File: config.mk
export PLATFORM = sky130hd
export DESIGN_NAME = mqtt_unsubscribe_body_parser
export DESIGN_NICKNAME = d
export VERILOG_FILES = /design/src/rtl/mqttu_pkg.sv /design/src/rtl/mqttu_step.sv /design/src/rtl/mqtt_unsubscribe_body_parser.sv
export SDC_FILE = /design/constraint.sdc
export NUM_CORES = 1
export LEC_CHECK = 0
export ABC_CLOCK_PERIOD_IN_PS = 9400
export BUFFER_PORTS_ARGS = -buffer_cell sky130_fd_sc_hd__buf_2
export CAP_MARGIN = 20
export CORE_UTILIZATION = 29
export DETAILED_ROUTE_END_ITERATION = 16
export HOLD_SLACK_MARGIN = 0.06
export PLACE_DENSITY_LB_ADDON = 0.08
export SLEW_MARGIN = 20
export SYNTH_ARGS = -nofsm -noshare
export SYNTH_HDL_FRONTEND = slang
export SYNTH_SLANG_ARGS = --single-unit
File: constraint.sdc
create_clock -name aclk -period 9.4 [get_ports aclk]
set_input_delay 0.94 -clock aclk [delete_from_list [all_inputs] [get_ports aclk]]
set_output_delay 0.94 -clock aclk [all_outputs]
set_load 0.005 [all_outputs]
File: src/rtl/mqttu_pkg.sv
package mqttu_pkg;

    localparam int LENGTH_BITS_DEFAULT = 28;

    typedef enum logic [1:0] {
        PH_ID  = 2'd0,
        PH_LEN = 2'd1,
        PH_VAL = 2'd2
    } phase_t;

    typedef enum logic [2:0] {
        EV_ABSORB = 3'd0,
        EV_ID     = 3'd1,
        EV_LEN    = 3'd2,
        EV_BYTE   = 3'd3,
        EV_IGNORE = 3'd4
    } event_t;

    typedef enum logic [1:0] {
        ERR_NONE       = 2'd0,
        ERR_NO_PAYLOAD = 2'd1,
        ERR_ZERO_LEN   = 2'd2,
        ERR_OVERRUN    = 2'd3
    } err_t;

    // parser state apart from the length-wide consumed count
    typedef struct packed {
        phase_t      phase;
        logic        field_byte_count;
        logic [7:0]  high_byte_hold;
        logic [15:0] topic_bytes_left;
        logic [15:0] ident;
        logic [15:0] topic_len;
        logic [15:0] topic_counter;
        logic        finished;
        err_t        err;
    } parse_state_t;

    localparam parse_state_t STATE_RESET = '{
        phase:            PH_ID,
        field_byte_count: 1'b0,
        high_byte_hold:   8'd0,
        topic_bytes_left: 16'd0,
        ident:            16'd0,
        topic_len:        16'd0,
        topic_counter:    16'd0,
        finished:         1'b0,
        err:              ERR_NONE
    };

    typedef struct packed {
        event_t      event_kind;
        logic [15:0] packet_ident;
        logic [15:0] topic_length;
        logic [7:0]  topic_byte;
        logic        topic_last;
        logic [15:0] topic_index;
        logic        packet_done;
        err_t        error_code;
    } parse_result_t;

endpackage

File: src/rtl/mqttu_step.sv
module mqttu_step
    import mqttu_pkg::*;
#(
    parameter int LENGTH_BITS = LENGTH_BITS_DEFAULT
) (
    input  parse_state_t           state_cur,
    input  logic [LENGTH_BITS-1:0] consumed_cur,
    input  logic [LENGTH_BITS-1:0] rem_len,
    input  logic [7:0]             data_byte,
    output parse_state_t           state_nxt,
    output logic [LENGTH_BITS-1:0] consumed_nxt,
    output parse_result_t          result
);

    localparam logic [LENGTH_BITS-1:0] CONSUMED_MAX = '1;

    logic [LENGTH_BITS-1:0] consumed_bump;
    logic                   body_used;
    logic [15:0]            field_word;
    logic [15:0]            left_dec;
    event_t                 kind;
    logic [7:0]             tbyte;
    logic                   tlast;

    assign consumed_bump = (consumed_cur == CONSUMED_MAX) ? consumed_cur
                                                          : consumed_cur + 1'b1;
    assign body_used     = (consumed_bump >= rem_len);
    assign field_word    = {state_cur.high_byte_hold, data_byte};
    assign left_dec      = (state_cur.topic_bytes_left != 16'd0)
                           ? state_cur.topic_bytes_left - 16'd1 : 16'd0;

    always_comb begin
        state_nxt    = state_cur;
        consumed_nxt = consumed_cur;
        kind         = EV_ABSORB;
        tbyte        = 8'd0;
        tlast        = 1'b0;
        if (state_cur.finished || (state_cur.err != ERR_NONE)) begin
            kind = EV_IGNORE;
        end else begin
            unique case (state_cur.phase)
                PH_ID: begin
                    consumed_nxt = consumed_bump;
                    if (!state_cur.field_byte_count) begin
                        state_nxt.high_byte_hold   = data_byte;
                        state_nxt.field_byte_count = 1'b1;
                    end else begin
                        state_nxt.field_byte_count = 1'b0;
                        state_nxt.ident            = field_word;
                        kind                       = EV_ID;
                        if (body_used) begin
                            state_nxt.err = ERR_NO_PAYLOAD;
                        end else begin
                            state_nxt.phase = PH_LEN;
                        end
                    end
                end
                PH_LEN: begin
                    consumed_nxt = consumed_bump;
                    if (!state_cur.field_byte_count) begin
                        state_nxt.high_byte_hold   = data_byte;
                        state_nxt.field_byte_count = 1'b1;
                    end else begin
                        state_nxt.field_byte_count = 1'b0;
                        state_nxt.topic_len        = field_word;
                        kind                       = EV_LEN;
                        // zero length wins over overrun
                        if (field_word == 16'd0) begin
                            state_nxt.err = ERR_ZERO_LEN;
                        end else if (body_used) begin
                            state_nxt.err = ERR_OVERRUN;
                        end else begin
                            state_nxt.topic_bytes_left = field_word;
                            state_nxt.phase            = PH_VAL;
                        end
                    end
                end
                PH_VAL: begin
                    consumed_nxt               = consumed_bump;
                    kind                       = EV_BYTE;
                    tbyte                      = data_byte;
                    state_nxt.topic_bytes_left = left_dec;
                    if (left_dec == 16'd0) begin
                        tlast = 1'b1;
                        if (state_cur.topic_counter != 16'hFFFF) begin
                            state_nxt.topic_counter = state_cur.topic_counter + 16'd1;
                        end
                        if (body_used) begin
                            state_nxt.finished = 1'b1;
                        end else begin
                            state_nxt.phase = PH_LEN;
                        end
                    end
                end
                default: begin
                    kind = EV_IGNORE;
                end
            endcase
        end
    end

    always_comb begin
        result.event_kind   = kind;
        result.packet_ident = state_nxt.ident;
        result.topic_length = state_nxt.topic_len;
        result.topic_byte   = tbyte;
        result.topic_last   = tlast;
        result.topic_index  = state_cur.topic_counter;
        result.packet_done  = state_nxt.finished;
        result.error_code   = state_nxt.err;
    end

endmodule

File: src/rtl/mqtt_unsubscribe_body_parser.sv
// mqtt unsubscribe body parser
//
// s_ channel: one body byte (everything after the fixed header) per transfer
// m_ channel: one event per accepted byte, in order
// cfg_we / cfg_wdata: remaining length of the body; a write rearms the parser
//   for a new packet; the user makes it only while no transfer is in flight,
//   and the block does not enforce this
// latency: the event for a byte is registered at the edge that accepts the
//   byte and is offered on the m_ side from the next cycle on
// throughput: one byte per cycle unless the receiver stalls; the parser state
//   updates in one pass of the step logic between state and output registers
//
// reset (aresetn low, synchronous) clears the parser state, the body length
//   and the output valid flag
// when the receiver stalls the output register holds its event and s_tready
//   drops until m_tready returns; s_tready is high whenever the output
//   register is empty or is being emptied in the same cycle
// after packet done or an error every byte gives an ignored event until the
//   body length is written again
module mqtt_unsubscribe_body_parser
    import mqttu_pkg::*;
#(
    parameter int LENGTH_BITS = LENGTH_BITS_DEFAULT
) (
    input  logic                   aclk,
    input  logic                   aresetn,

    input  logic                   cfg_we,
    input  logic [LENGTH_BITS-1:0] cfg_wdata,   // body_length

    input  logic                   s_tvalid,
    output logic                   s_tready,
    input  logic [7:0]             s_tdata,     // [7:0] data_byte

    output logic                   m_tvalid,
    input  logic                   m_tready,
    // [15:0] packet_ident, [31:16] topic_length, [39:32] topic_byte,
    // [55:40] topic_index, [56] packet_done, [58:57] error_code, [63:59] zero
    output logic [63:0]            m_tdata,
    output logic [2:0]             m_tuser,     // [2:0] event_kind
    output logic                   m_tlast      // topic_last
);

    // parser state
    parse_state_t           state_reg;
    parse_state_t           state_next;
    logic [LENGTH_BITS-1:0] consumed_reg;
    logic [LENGTH_BITS-1:0] consumed_next;
    logic [LENGTH_BITS-1:0] rem_len_reg;

    // output register
    logic                   out_valid_reg;
    parse_result_t          out_reg;
    parse_result_t          step_result;

    logic                   in_xfer;

    // output register frees up when empty or when its event is taken
    assign s_tready = !out_valid_reg || m_tready;
    assign in_xfer  = s_tvalid && s_tready;

    mqttu_step #(
        .LENGTH_BITS (LENGTH_BITS)
    ) u_step (
        .state_cur    (state_reg),
        .consumed_cur (consumed_reg),
        .rem_len      (rem_len_reg),
        .data_byte    (s_tdata),
        .state_nxt    (state_next),
        .consumed_nxt (consumed_next),
        .result       (step_result)
    );

    // state registers; a length write rearms the parser
    always_ff @(posedge aclk) begin
        if (!aresetn) begin
            state_reg    <= STATE_RESET;
            consumed_reg <= '0;
            rem_len_reg  <= '0;
        end else if (cfg_we) begin
            state_reg    <= STATE_RESET;
            consumed_reg <= '0;
            rem_len_reg  <= cfg_wdata;
        end else if (in_xfer) begin
            state_reg    <= state_next;
            consumed_reg <= consumed_next;
        end
    end

    // output valid flag
    always_ff @(posedge aclk) begin
        if (!aresetn) begin
            out_valid_reg <= 1'b0;
        end else if (in_xfer) begin
            out_valid_reg <= 1'b1;
        end else if (m_tready) begin
            out_valid_reg <= 1'b0;
        end
    end

    // output payload, no reset needed
    always_ff @(posedge aclk) begin
        if (in_xfer) begin
            out_reg <= step_result;
        end
    end

    assign m_tvalid = out_valid_reg;
    assign m_tuser  = out_reg.event_kind;
    assign m_tlast  = out_reg.topic_last;
    assign m_tdata  = {5'd0,
                       out_reg.error_code,
                       out_reg.packet_done,
                       out_reg.topic_index,
                       out_reg.topic_byte,
                       out_reg.topic_length,
                       out_reg.packet_ident};

    // an error is reported only with the field that raised it or afterwards
    a_err_kind: assert property (@(posedge aclk) disable iff (!aresetn)
        (m_tvalid && (out_reg.error_code != ERR_NONE)) |->
        ((out_reg.event_kind == EV_ID) || (out_reg.event_kind == EV_LEN) ||
         (out_reg.event_kind == EV_IGNORE)))
        else $error("error reported with a byte or absorb event");

    // topic byte and last mark only on topic byte events
    a_byte_only: assert property (@(posedge aclk) disable iff (!aresetn)
        (m_tvalid && (out_reg.event_kind != EV_BYTE)) |->
        ((out_reg.topic_byte == 8'd0) && !out_reg.topic_last))
        else $error("topic byte or last mark outside a topic byte event");

    // a sticky error stays until the length is written again
    a_err_sticky: assert property (@(posedge aclk) disable iff (!aresetn)
        ((state_reg.err != ERR_NONE) && !cfg_we) |=>
        (state_reg.err == $past(state_reg.err)))
        else $error("sticky error changed without a rearm");

    // once finished, bytes no longer advance the consumed count
    a_done_frozen: assert property (@(posedge aclk) disable iff (!aresetn)
        (state_reg.finished && !cfg_we) |=> $stable(consumed_reg))
        else $error("consumed count moved after packet done");

endmodule
**Word level (Yosys, flattened, before mapping)**

Index checks and enable logic that the tools add are counted.

- Add/subtract/negate cells: 3
- $lt $le $gt $ge: 1
- Eq/ne operators: 9
- Mux-type cells: 35
- Bitwise operators: 4
- Reduce and logical (&&, ||, !) cells: 22

Operators with widths:

| kind | number |
|---|---|
| $mux W16 | 9 |
| $mux W51 | 1 |
| $mux W17 | 2 |
| $logic_not A16 Y1 | 2 |
| $pmux W16 S2 | 1 |
| $add A28 B1 Y28 const B | 1 |
| $eq A28 B28 Y1 const B | 1 |
| $ge A28 B28 Y1 | 1 |
| $mux W28 | 1 |
| $mux W2 | 12 |
| $add A16 B1 Y16 const B | 1 |
| $ne A16 B16 Y1 const B | 1 |
| $reduce_bool A16 Y1 | 1 |
| $sub A16 B1 Y16 const B | 1 |
| $pmux W3 S3 | 1 |
| $ne A2 B2 Y1 const B | 4 |
| $reduce_and A8 Y1 | 1 |
| $mux W1 | 6 |
| $pmux W2 S3 | 1 |
| $reduce_and A3 Y1 | 2 |
| $reduce_and A6 Y1 | 1 |
| $reduce_bool A2 Y1 | 3 |
| $reduce_or A2 Y1 | 3 |
| $reduce_and A5 Y1 | 1 |
| 12 further kinds | 16 |

- Register bits: 198
- Output and inout bits: 70

**Depth between registers and ports, before layout**

- Word-level depth: 8
- Depth in mapped cells: 17

**By module**

Synthesis repeated with hierarchy kept, for this count alone.

- Cell total of the unflattened synthesis: 1,291
- Area total of the unflattened synthesis: 11,498.5 um2

Modules (own cells, without submodules):

| module | times used | cells each | area each (um2) | sequential area each (um2) |
|---|---|---|---|---|
| mqtt_unsubscribe_body_parser | 1 | 649 | 7,165.6 | 4,594.4 |
| mqttu_step | 1 | 642 | 4,332.9 | 0.0 |

**Worst setup path after synthesis**

Ideal clock, no wire load.

- Kind: reg-to-reg
- Start: reg consumed_reg[3]
- End: reg out_reg, in the netlist m_tdata[58] (data pin)
- Setup time: 0.262 ns
- Arrival: 3.996 ns
- Slack: 5.142 ns
- Cell stages (with the launch flop): 17
- Buffers on the path: 2
- Period minus slack after synthesis: 4.258 ns
- Path through: dfxtp_1 -> clkbuf_1 -> nand3_1 -> or4_1 -> a41o_1 -> clkbuf_1 -> or2_2 -> nor2_1 -> xor2_1 -> ha_1 -> a21oi_1 -> o21ai_0 -> a2111oi_0 -> o2111ai_1 -> a21boi_1 -> a2111oi_0 -> or2_2

RTL lines:

| item | RTL line | RTL |
|---|---|---|
| start, declared | mqtt_unsubscribe_body_parser.sv:47 | `logic [LENGTH_BITS-1:0] consumed_reg;` |
| start signal, assigned | mqtt_unsubscribe_body_parser.sv:86 | `consumed_reg <= consumed_next;` |
| end signal, assigned | mqtt_unsubscribe_body_parser.sv:104 | `out_reg <= step_result;` |
| end, declared | mqtt_unsubscribe_body_parser.sv:53 | `parse_result_t out_reg;` |

==> results.py <==
metrics = {
    "setup_path": {
        "worstSetupPathType": "reg -> reg",
        "slowest_delay_ps": 790,
        "cp_slowest_cell": "nor4_1",
        "critPathLaunchType": "flip-flop",
        "crit_path_max_fanout": 9,
        "critPathArrivalTime_ps": 5410,
        "crit_chain": "ha_1 -> inv_1 -> nor4_1 -> nand4_1 -> nand2_1 -> nor2_1 -> xor2_1 -> ha_1 -> a21oi_1 -> nor2_1 -> a2111oi_0 -> o2111ai_1 -> a21boi_1 -> a2111oi_0 -> or2_2",
        "r2r_slack_ps": 4190,
        "worst_ep_required_time_ps": 9600,
        "cp-end-kind": "flip-flop",
    },
    "floorplanning": {
        "io_pins": 111,
        "die_h_um": 185,
        "die_area_um2": 34200,
        "start_util": 0.297,
        "rows": 66,
        "core_um2": 32700,
        "die_x_um": 185,
    },
    "detailed_routing": {
        "drc": 0,
        "post_drt_wl_per_cell_um": 16.1,
        "finalWirelength_um": 25300,
        "drtPass1Iterations": 5,
        "drt-vias-per-instance": 4.72,
        "vias": 7433,
        "ant_nets": 0,
        "drt_iter0_drc": 498,
    },
    "final_layout": {
        "largest_register_ff_count": 78,
        "instances_no_fill": 1575,
        "drive_gt1_frac": 0.172,
        "final_area_um2": 11300,
        "nets": 1196,
        "area_growth_pct": 16.0,
        "final_util": 0.344,
        "insertedDiodeCount": 0,
    },
    "logic_synthesis": {
        "yosysWarnings": 0,
        "synth_top_cell_area_share": 0.278,
        "synth_area_leaders": "dfxtp_1 28%, edfxtp_1 19%, nor2_1 5.6%",
        "synth_cells": 1036,
        "ys.flop_type": "dfxtp_1",
        "yosys-top-cells-count": "146 x nor2_1, 135 x dfxtp_1, 71 x nand2_1",
        "syn_avg_cell_area_um2": 9.37,
        "synth.largest_area_cell": "dfxtp_1",
        "syn-cell-area_um2": 9710,
        "ys_types": 66,
        "synth_async_sr_flop_share": 0,
        "synth_seq_cells": 198,
        "synth_edf_count": 63,
        "synth_most_common_cell": "nor2_1",
        "synth-seq-area-share": 0.473,
    },
    "grt": {
        "grt_usage": 0.156,
        "top_usage_layer": "met2",
        "gr-total-overflow": 0,
        "grt_use_met3": 0.0395,
        "grt_use_met1": 0.217,
        "grt_pass1_wl_um": 41000,
        "grt_pass1_vias": 7237,
        "grt_max_degree": 74,
        "use_met2": 0.235,
        "antenna_found_initial": 1,
    },
    "place": {
        "placement.io_buffers": 105,
        "place_congestion": 0.784,
        "placed_cell_area_um2": 10700,
        "dp_worst_setup_slack_ps": 4060,
        "dp.cells": 1542,
        "dp_hpwl_um": 17300,
    },
    "pwr": {
        "finalPower_mw": 1.83,
        "p_per_area_nw_per_um2": 162,
        "ir_drop_uv": 128,
        "p_leak_nw": 4.44,
    },
    "sta": {
        "final.setup.tns_ps": 0,
        "hold_viol": 0,
        "period_share": 0.554,
        "fin_worst_skew_ps": 11.6,
        "finalCriticalPeriod_ps": 5210,
        "fmax_mhz": 192,
        "rsz0062_at_grt": "no",
        "tightest_slew_ps": 1040,
        "slew-limit-headroom": 0.307,
        "hold_slack_ps": 489,
        "setup_viol": 0,
        "drv_slew": 0,
        "final.setup.worst_slack_ps": 4190,
    },
    "cts": {
        "postCtsSetupRepairBufs": 0,
        "clock-sinks": 198,
        "ctsHoldBuffers": 0,
        "insertion_delay_ps": 450,
        "root_buffer": "clkbuf_16",
        "clockBufferDepth": 2,
        "cts-buffers-inserted": 17,
        "ctsResizeCount": 0,
        "cts.clk_slew.worst_paths_ps": 70,
        "h-tree-depth": 4,
        "tritoncts": "built",
    },
    "outcome": {
        "outcome": "finished clean",
    },
    "min_path": {
        "hold_path.class": "reg -> reg",
    },
    "job": {
        "cap_violations": 0,
    },
}
==> placed cells by master (no fill, tap or decap), types with 5 or more instances in the layout <==
cell type    n
a211oi_1    12
a21o_1       5
a21oi_1     48
and3_1      18
and4_1       5
buf_2      105
buf_4       10
clkbuf_16   17
conb_1       5
dfxtp_1    135
edfxtp_1    63
ha_1        35
inv_1       46
mux2_2      30
mux2i_1     43
nand2_1     71
nand2b_1    11
nand3_1     25
nand4_1     17
nor2_1     146
nor2b_1     32
nor3_1      55
nor4_1      17
o21ai_0     21
o31ai_1      7
or2_2        9
or3_1       11
or4_1        6
xnor2_1     32
xor2_1      19
==> routing by layer <==
layer | wire (µm) | vias to the layer above
met5 | 13 | -
met4 | 312 | 2
met3 | 1180 | 19
met2 | 10900 | 128
met1 | 12900 | 3467
li1 | - | 3817
==> cell type report <==
type | instances | area [µm²]
Fill cell | 3464 | 21400
Timing Repair Buffer | 115 | 601
Tap cell | 442 | 553
Inverter | 47 | 179
Multi-Input combinational cell | 741 | 4730
Clock buffer | 18 | 439
Sequential cell | 198 | 4590
Clock inverter | 14 | 163
==> cells by family after synthesis <==
| kind of cell | share of synthesized area |
|---|---|
| AND/OR/NAND/NOR | 0.221 |
| flip-flops | 0.473 |
| AO/OA/AOI/OAI | 0.0928 |
| buffers and inverters | 0.0419 |
| multiplexers | 0.0792 |
| XOR/XNOR | 0.0460 |
| adder cells (fa/ha/maj) | 0.0451 |
| other | 0.000386 |
==> critical path, delay by kind of cell (launching register included) <==
| family | cells | cell delay [ps] |
|---|---|---|
| DFF | 1 | 430 |
| xor gates and xnor gates | 1 | 150 |
| adders and majority gates | 2 | 510 |
| AOI/OAI and AO/OA | 5 | 1700 |
| buffers and inverters | 1 | 50 |
| and+or+nand+nor | 6 | 2120 |
==> path summary, 6_finish.rpt <==
kind              depth (start not counted)     endpoint             from
setup / recovery                         15  m_tdata[58]  consumed_reg[0]
hold / removal                            0  m_tdata[53]    state_reg[16]
setup reg to reg                         15  m_tdata[58]  consumed_reg[0]
hold reg to reg                           0  m_tdata[53]    state_reg[16]
==> power by group <==
part	switching [mW]	total, mW	internal, mW
Combinational	0.0919	0.151	0.0594
Sequential	0.0143	0.927	0.912
Clock	0.365	0.752	0.386
Total	0.471	1.83	1.36
(Power assumes the default switching activity.)
